`src/rtl/mbps_pkg.sv`:
```
// types and constants of the masked byte pattern search
package mbps_pkg;

  localparam int unsigned PatBytes  = 16;
  localparam int unsigned PatIdxW   = 4;
  localparam int unsigned LenW      = 5;
  localparam int unsigned CfgDataW  = 64;
  localparam int unsigned CfgIdxW   = 2;
  localparam int unsigned OffsetW   = 32;

  typedef enum logic [CfgIdxW-1:0] {
    REG_PAT_LO = 2'd0,
    REG_PAT_HI = 2'd1,
    REG_MASK   = 2'd2,
    REG_LEN    = 2'd3
  } cfg_reg_e;

  localparam logic [PatBytes-1:0] MaskReset = '1;
  localparam logic [LenW-1:0]     LenReset  = LenW'(1);

  typedef struct packed {
    logic [PatBytes-1:0][7:0] pat;
    logic [PatBytes-1:0]      mask;
    logic [LenW-1:0]          len;
  } cfg_t;

  typedef struct packed {
    logic [7:0] data_byte;
    logic       range_last;
  } in_beat_t;

  typedef struct packed {
    logic               found;
    logic [OffsetW-1:0] match_offset;
  } out_beat_t;

endpackage

```
`src/rtl/mbps_cfg.sv`:
```
// pattern, compare mask and length registers
module mbps_cfg (
  input  logic                          clk_i,
  input  logic                          rst_ni,
  input  logic                          cfg_we_i,
  input  logic [mbps_pkg::CfgIdxW-1:0]  cfg_idx_i,
  input  logic [mbps_pkg::CfgDataW-1:0] cfg_wdata_i,
  output mbps_pkg::cfg_t                cfg_o
);
  import mbps_pkg::*;

  cfg_t cfg_q, cfg_d;

  always_comb begin
    cfg_d = cfg_q;
    if (cfg_we_i) begin
      unique case (cfg_reg_e'(cfg_idx_i))
        REG_PAT_LO: cfg_d.pat[7:0]  = cfg_wdata_i;
        REG_PAT_HI: cfg_d.pat[15:8] = cfg_wdata_i;
        REG_MASK:   cfg_d.mask      = cfg_wdata_i[PatBytes-1:0];
        REG_LEN:    cfg_d.len       = cfg_wdata_i[LenW-1:0];
        default:    cfg_d           = cfg_q;
      endcase
    end
  end

  always_ff @(posedge clk_i or negedge rst_ni) begin
    if (!rst_ni) begin
      cfg_q.pat  <= '0;
      cfg_q.mask <= MaskReset;
      cfg_q.len  <= LenReset;
    end else begin
      cfg_q <= cfg_d;
    end
  end

  assign cfg_o = cfg_q;

endmodule

```
`src/rtl/mbps_cell.sv`:
```
// one window position: holds a byte, passes it on, checks it against its pattern byte
module mbps_cell #(
  parameter int unsigned IDX = 0
) (
  input  logic                       clk_i,
  input  logic                       rst_ni,
  input  logic                       shift_i,
  input  logic [7:0]                 byte_i,
  input  logic [mbps_pkg::LenW-1:0]  len_i,
  input  mbps_pkg::cfg_t             cfg_i,
  output logic [7:0]                 byte_o,
  output logic                       ok_o
);
  import mbps_pkg::*;

  localparam logic [LenW-1:0] CellPos = LenW'(IDX);

  logic [7:0]         byte_q;
  logic [LenW-1:0]    sel;
  logic [PatIdxW-1:0] pidx;
  logic               in_use;

  // window position k lines up with pattern byte len-1-k
  assign in_use = CellPos < len_i;
  assign sel    = len_i - LenW'(1) - CellPos;
  assign pidx   = sel[PatIdxW-1:0];
  assign ok_o   = !in_use || !cfg_i.mask[pidx] || (byte_i == cfg_i.pat[pidx]);

  always_ff @(posedge clk_i or negedge rst_ni) begin
    if (!rst_ni) begin
      byte_q <= '0;
    end else if (shift_i) begin
      byte_q <= byte_i;
    end
  end

  assign byte_o = byte_q;

endmodule

```
`src/rtl/masked_byte_pattern_search.sv`:
```
// masked byte pattern search: top level with cell row, offset counter and result register
//
//   channel  | direction | handshake              | beat
//   cfg      | in        | cfg_we_i               | cfg_idx_i, cfg_wdata_i
//   in       | in        | in_valid_i/in_ready_o  | in_data_i (data_byte, range_last)
//   out      | out       | out_valid_o/out_ready_i| out_data_o (found, match_offset)
//
// one byte per cycle while in_ready_o is high: the new byte enters the cell row and all cells compare in the same
// cycle; a result appears in the output register the cycle after its byte.
// reset clears the window, the offset counter, the reported flag and the output register,
// and loads the register defaults.
// in_ready_o drops only while a result waits in the output register and out_ready_i is low.
module masked_byte_pattern_search #(
  parameter int unsigned MAX_PATTERN_BYTES = 16,
  parameter int unsigned OFFSET_BITS       = 32
) (
  input  logic                          clk_i,
  input  logic                          rst_ni,
  input  logic                          cfg_we_i,
  input  logic [mbps_pkg::CfgIdxW-1:0]  cfg_idx_i,
  input  logic [mbps_pkg::CfgDataW-1:0] cfg_wdata_i,
  input  logic                          in_valid_i,
  output logic                          in_ready_o,
  input  mbps_pkg::in_beat_t            in_data_i,
  output logic                          out_valid_o,
  input  logic                          out_ready_i,
  output mbps_pkg::out_beat_t           out_data_o
);
  import mbps_pkg::*;

  localparam int unsigned NumCells =
    (MAX_PATTERN_BYTES < PatBytes) ? MAX_PATTERN_BYTES : PatBytes;
  localparam int unsigned CntW = OFFSET_BITS;

  cfg_t             cfg;
  logic [LenW-1:0]  len_eff;
  logic             accept;
  logic [7:0]       cell_byte [NumCells];
  logic [NumCells-1:0] cell_ok;
  logic             win_match;

  logic [CntW-1:0]  seen_q, seen_d, seen_inc, diff;
  logic             rep_q, rep_d;
  logic             hit, emit;
  logic [OffsetW-1:0] offset;
  logic             out_valid_q, out_valid_d;
  out_beat_t        out_data_q, out_data_d;

  mbps_cfg u_cfg (
    .clk_i      (clk_i),
    .rst_ni     (rst_ni),
    .cfg_we_i   (cfg_we_i),
    .cfg_idx_i  (cfg_idx_i),
    .cfg_wdata_i(cfg_wdata_i),
    .cfg_o      (cfg)
  );

  // lengths above the row size use the whole row
  assign len_eff = (cfg.len > LenW'(NumCells)) ? LenW'(NumCells) : cfg.len;

  assign in_ready_o = !out_valid_q || out_ready_i;
  assign accept     = in_valid_i && in_ready_o;

  for (genvar i = 0; i < NumCells; i++) begin : g_cell
    logic [7:0] nb;
    if (i == 0) begin : g_head
      assign nb = in_data_i.data_byte;
    end else begin : g_link
      assign nb = cell_byte[i-1];
    end
    mbps_cell #(.IDX(i)) u_cell (
      .clk_i  (clk_i),
      .rst_ni (rst_ni),
      .shift_i(accept),
      .byte_i (nb),
      .len_i  (len_eff),
      .cfg_i  (cfg),
      .byte_o (cell_byte[i]),
      .ok_o   (cell_ok[i])
    );
  end

  assign win_match = &cell_ok;

  // saturating count of bytes in the current range, this beat included
  assign seen_inc = (&seen_q) ? seen_q : seen_q + CntW'(1);
  assign diff     = seen_inc - CntW'(len_eff);

  if (CntW >= OffsetW) begin : g_off_wide
    assign offset = diff[OffsetW-1:0];
  end else begin : g_off_narrow
    assign offset = {{(OffsetW-CntW){1'b0}}, diff};
  end

  assign hit  = !rep_q && (len_eff != '0) && (seen_inc >= CntW'(len_eff)) && win_match;
  assign emit = hit || (in_data_i.range_last && !rep_q);

  always_comb begin
    seen_d      = seen_q;
    rep_d       = rep_q;
    out_valid_d = out_valid_q;
    out_data_d  = out_data_q;
    if (accept) begin
      seen_d      = in_data_i.range_last ? '0 : seen_inc;
      rep_d       = in_data_i.range_last ? 1'b0 : (rep_q || hit);
      out_valid_d = emit;
      if (emit) begin
        out_data_d.found        = hit;
        out_data_d.match_offset = hit ? offset : '0;
      end
    end else if (out_ready_i) begin
      out_valid_d = 1'b0;
    end
  end

  always_ff @(posedge clk_i or negedge rst_ni) begin
    if (!rst_ni) begin
      seen_q      <= '0;
      rep_q       <= 1'b0;
      out_valid_q <= 1'b0;
      out_data_q  <= '0;
    end else begin
      seen_q      <= seen_d;
      rep_q       <= rep_d;
      out_valid_q <= out_valid_d;
      out_data_q  <= out_data_d;
    end
  end

  assign out_valid_o = out_valid_q;
  assign out_data_o  = out_data_q;

endmodule

```
`config.mk`:
```
export PLATFORM = sky130hd
export DESIGN_NAME = masked_byte_pattern_search
export DESIGN_NICKNAME = d
export VERILOG_FILES = /design/src/rtl/mbps_pkg.sv /design/src/rtl/mbps_cfg.sv /design/src/rtl/mbps_cell.sv /design/src/rtl/masked_byte_pattern_search.sv
export SDC_FILE = /design/constraint.sdc
export NUM_CORES = 1
export LEC_CHECK = 0
export ABC_AREA = 0
export BUFFER_PORTS_ARGS = -buffer_cell sky130_fd_sc_hd__buf_4
export CAP_MARGIN = 15
export CORE_ASPECT_RATIO = 0.9
export CORE_MARGIN = 4
export CORE_UTILIZATION = 45
export DETAILED_ROUTE_END_ITERATION = 10
export SYNTH_ARGS = -nofsm -noshare
export SYNTH_HDL_FRONTEND = slang
export SYNTH_SLANG_ARGS = --single-unit
```
`constraint.sdc`:
```
create_clock -name clk_i -period 5.8 [get_ports clk_i]
set_input_delay 0.29 -clock clk_i [delete_from_list [all_inputs] [get_ports clk_i]]
set_output_delay 0.29 -clock clk_i [all_outputs]
set_load 0.02 [all_outputs]
```
==> out/qor.csv <==
stage;metric;value;unit
grt;largest net degree at the start of global routing;172;
cells_and_area;Storage cell area;8430;sq um
grt;vias in the first global route;19738;
grt;global-route wire length before repair;127;mm
sta;crit path time final;5.66;ns
worst_setup_path;CP endpoint kind;flip-flop;
outcome;status;finished clean;
cells_and_area;share of layout cells above drive strength 1;19.9;%
die;Vert. Die Dim;228;um
clock_tree;H-Tree Depth;2;
yosys;top cell type's share of synthesized area;33.1;%
clock_tree;Clk Latency, worst-skew pair;0.57;ns
sta;worst slew pin tran;1.29;ns
yosys;post-synthesis sequential area ratio;35.0;%
die;Chip Width;252;um
worst_setup_path;critical setup path kind;reg -> reg;
clock_tree;Sink Count;336;
routing;Pre-antenna DRT Iters;5;
worst_setup_path;CP Max Fanout;35;
yosys;Main synth FF type;dfrtp_1;
worst_setup_path;crit path DAT;6.12;ns
routing;DRT antenna net count;0;
routing;via count;20333;
sta;period utilization;97.5;%
yosys;number of synthesized flops with an enable pin;0;
yosys;cells after synthesis;2505;
yosys;largest cells by area after synthesis;dfrtp_1, mux2i_1, nand2_1;
clock_tree;total CTS buffers;39;
sta;Slew HR;13.5;%
sta;clock skew;0.0279;ns
grt;GRT Overall Usage;29.2;%
grt;initial antenna violation count;3;
place;final RePlAce weighted congestion;1.02;
die;Top Ports;115;
yosys;Cell Area, Synth;24100;sq um
worst_setup_path;crit-path cells;nand2b_1 > ha_2 > xnor2_1 > xnor2_2 > buf_12 > mux2i_1 > mux2i_1 > xnor2_1 > nor4_1 > a221oi_1 > nor2_1 > nand4_1 > nor3_4 > buf_12 > mux2i_1;
yosys;Syn. warnings;0;
sta;RSZ-0062 raised after global routing;false;
min_path;HP Class;in -> reg;
yosys;Syn Nets;2594;
place;IO buf count;114;
die;Die Area;57300;sq um
clock_tree;Reg clk slew, reported paths;0.07;ns
sta;Hold WS;0.0137;ns
power;worst vdd ir;0.000294;V
clock_tree;Longest Clk Path Bufs;3;
cells_and_area;Filler cells;4739;
worst_setup_path;required time of the critical path;6.27;ns
yosys;Async S/R FF share, synth;100;%
run;max_cap viols;0;
yosys;number of distinct library cells after synthesis;80;
clock_tree;root buf cell;clkbuf_16;
routing;final wirelength;85.1;mm
die;Core Region;53000;sq um
yosys;post-synth top area cell;dfrtp_1;
clock_tree;TritonCTS clock tree;yes;
routing;vias per inst;6.12;
routing;number of remaining DRC errors;0;
routing;Iteration-0 DRC Markers;2109;
worst_setup_path;Critical-path top delay cell;nor4_1;
place;Cells after DPL;3192;
place;hpwl dp;62.3;mm
sta;final setup vio count;0;
grt;total global routing overflow;0;
sta;fin. max-slew vios;0;
cells_and_area;# nets final;2685;
routing;WL/cell;25.6;um
sta;Max Freq;177;MHz
power;leakage power;12.4;nW
cells_and_area;area occupied by multi-input gates;14800;sq um
sta;Hold Fails Final Rpt;0;
worst_setup_path;Worst setup SP type;flip-flop;
die;Starting Density;45.5;%
worst_setup_path;crit-path max cell delay;1.07;ns
sta;setup TNS;0;ns
yosys;FF+latch count, synth;336;
worst_setup_path;crit-path most repeated cell;mux2i_1;
die;row cnt;80;
cells_and_area;Area Growth Syn to Fin;14.2;%
power;Pwr Density;483;nW/um^2
cells_and_area;post-route insts no fill;3321;
clock_tree;CTS resizes;0;
yosys;Syn Area/Cell;9.62;sq um
## power breakdown
| group | internal (W) | total [W] | switching, W |
|---|---|---|---|
| Combinational | 0.00299 | 0.00724 | 0.00425 |
| Clock | 0.00150 | 0.00254 | 0.00103 |
| Sequential | 0.00281 | 0.00350 | 0.000685 |
| Total | 0.00731 | 0.0133 | 0.00597 |
## logic make-up (layout without fill, tap and decap cells)
kind of cell | Yosys count | after routing | share of synthesized area (%)
simple gates | 812 | 812 | 14.6
mux | 597 | 597 | 28.4
compound gates | 348 | 348 | 9.90
flops | 336 | 336 | 35.0
xor+xnor | 206 | 206 | 7.89
buf+inv | 197 | 315 | 3.71
fa+ha+maj | 9 | 9 | 0.499
other cells | 0 | 1 | 0
## layout make-up
type / count / area share [%]
Clock inverter: 15 / 0.673
Inverter: 12 / 0.191
Clock buffer: 53 / 3.99
Antenna cell: 1 / 0.00910
Timing Repair Buffer: 235 / 7.37
Multi-Input combinational cell: 1972 / 53.9
Sequential cell: 336 / 30.7
Tap cell: 697 / 3.17
## registers in the layout (all words and copies together) (netlist names)
| name | flops |
|---|---|
| seen_q | 32 |
| u_cfg.cfg_o | 149 |
| out_data_o | 33 |
| g_cell.u_cell.byte_o | 120 |
| rep_q | 1 |
| out_valid_o | 1 |
## worst max-delay path, delay by kind of cell (launching register included)
family	cells	cell delay, ns
adders and majority gates	1	0.43
buffers and inverters	2	0.56
AOI/OAI and AO/OA	1	0.24
xor gates and xnor gates	3	0.99
DFF	1	0.46
and+or+nand+nor	5	1.93
muxes	3	0.86
## routing by layer
| layer | share of wire, % | GRT usage, % |
|---|---|---|
| met1 | 42 | 39.0 |
| met2 | 46 | 47.6 |
| met3 | 7.4 | 4.90 |
| met4 | 4.7 | 12.0 |
| met5 | 0 | 0 |
## stage by stage
stage	total power [W]	util (%)	cell area (sq um)	setup slack [ns]
finish	0.0133	51.9	27500	0.144
global route	0.0139	51.9	27500	0.0273
CTS	0.0132	51.9	27500	0.266
detailed placement	0.0106	48.3	25600	0.308
global placement	0.0105	48.3	25600	0.384
floorplan	0.00827	-	24100	1.02
## worst paths after layout
kind | from | endpoint | slack [ns] | cells past startpoint
min in group asynchronous | rst_ni | u_cfg.cfg_o[83] | 0.34 | 2
min reg2reg | out_data_o[32] | out_data_o[32] | 0.48 | 1
min | cfg_wdata_i[14] | u_cfg.cfg_o[19] | 0.01 | 2
max in group asynchronous | rst_ni | g_cell[14].u_cell.byte_o[4] | 3.98 | 3
max | u_cfg.cfg_o[1] | out_data_o[8] | 0.14 | 15
max reg2reg | u_cfg.cfg_o[1] | out_data_o[8] | 0.14 | 15
## synth_stat cells, drive strengths merged, types with 11 or more instances
library cell  instances
buf                  81
xor2                102
nand4                27
mux2i               367
o221ai               17
nand2               546
o22a                 16
mux4                 51
clkbuf              104
and3                 15
nor4                 26
dfrtp               319
inv                  11
o2111ai              19
o21ai                78
a211oi               12
nand3                41
nor3                 23
a221oi               14
nor2                 80
dfstp                17
nor2b                12
a31oi                11
a21oi                49
xnor2               103
o22ai                47
a22oi                29
mux2                179
## repair_timing
action	in CTS	in global routing
setup endpoints to repair	0	0
hold buffers	59	0
buffers inserted	0	0
hold endpoints to repair	174	0
## layout by cell type, fill, tap and decap left out, types with 48 or more instances in the layout
| cell type | count |
|---|---|
| a21oi_1 | 48 |
| buf_4 | 167 |
| dfrtp_1 | 319 |
| dlygate4sd3_1 | 59 |
| mux2_2 | 179 |
| mux2i_1 | 366 |
| mux4_2 | 51 |
| nand2_1 | 545 |
| nor2_1 | 78 |
| o21ai_0 | 78 |
| xnor2_1 | 96 |
| xor2_1 | 102 |
Note: power is estimated with default switching activity, not from simulation.
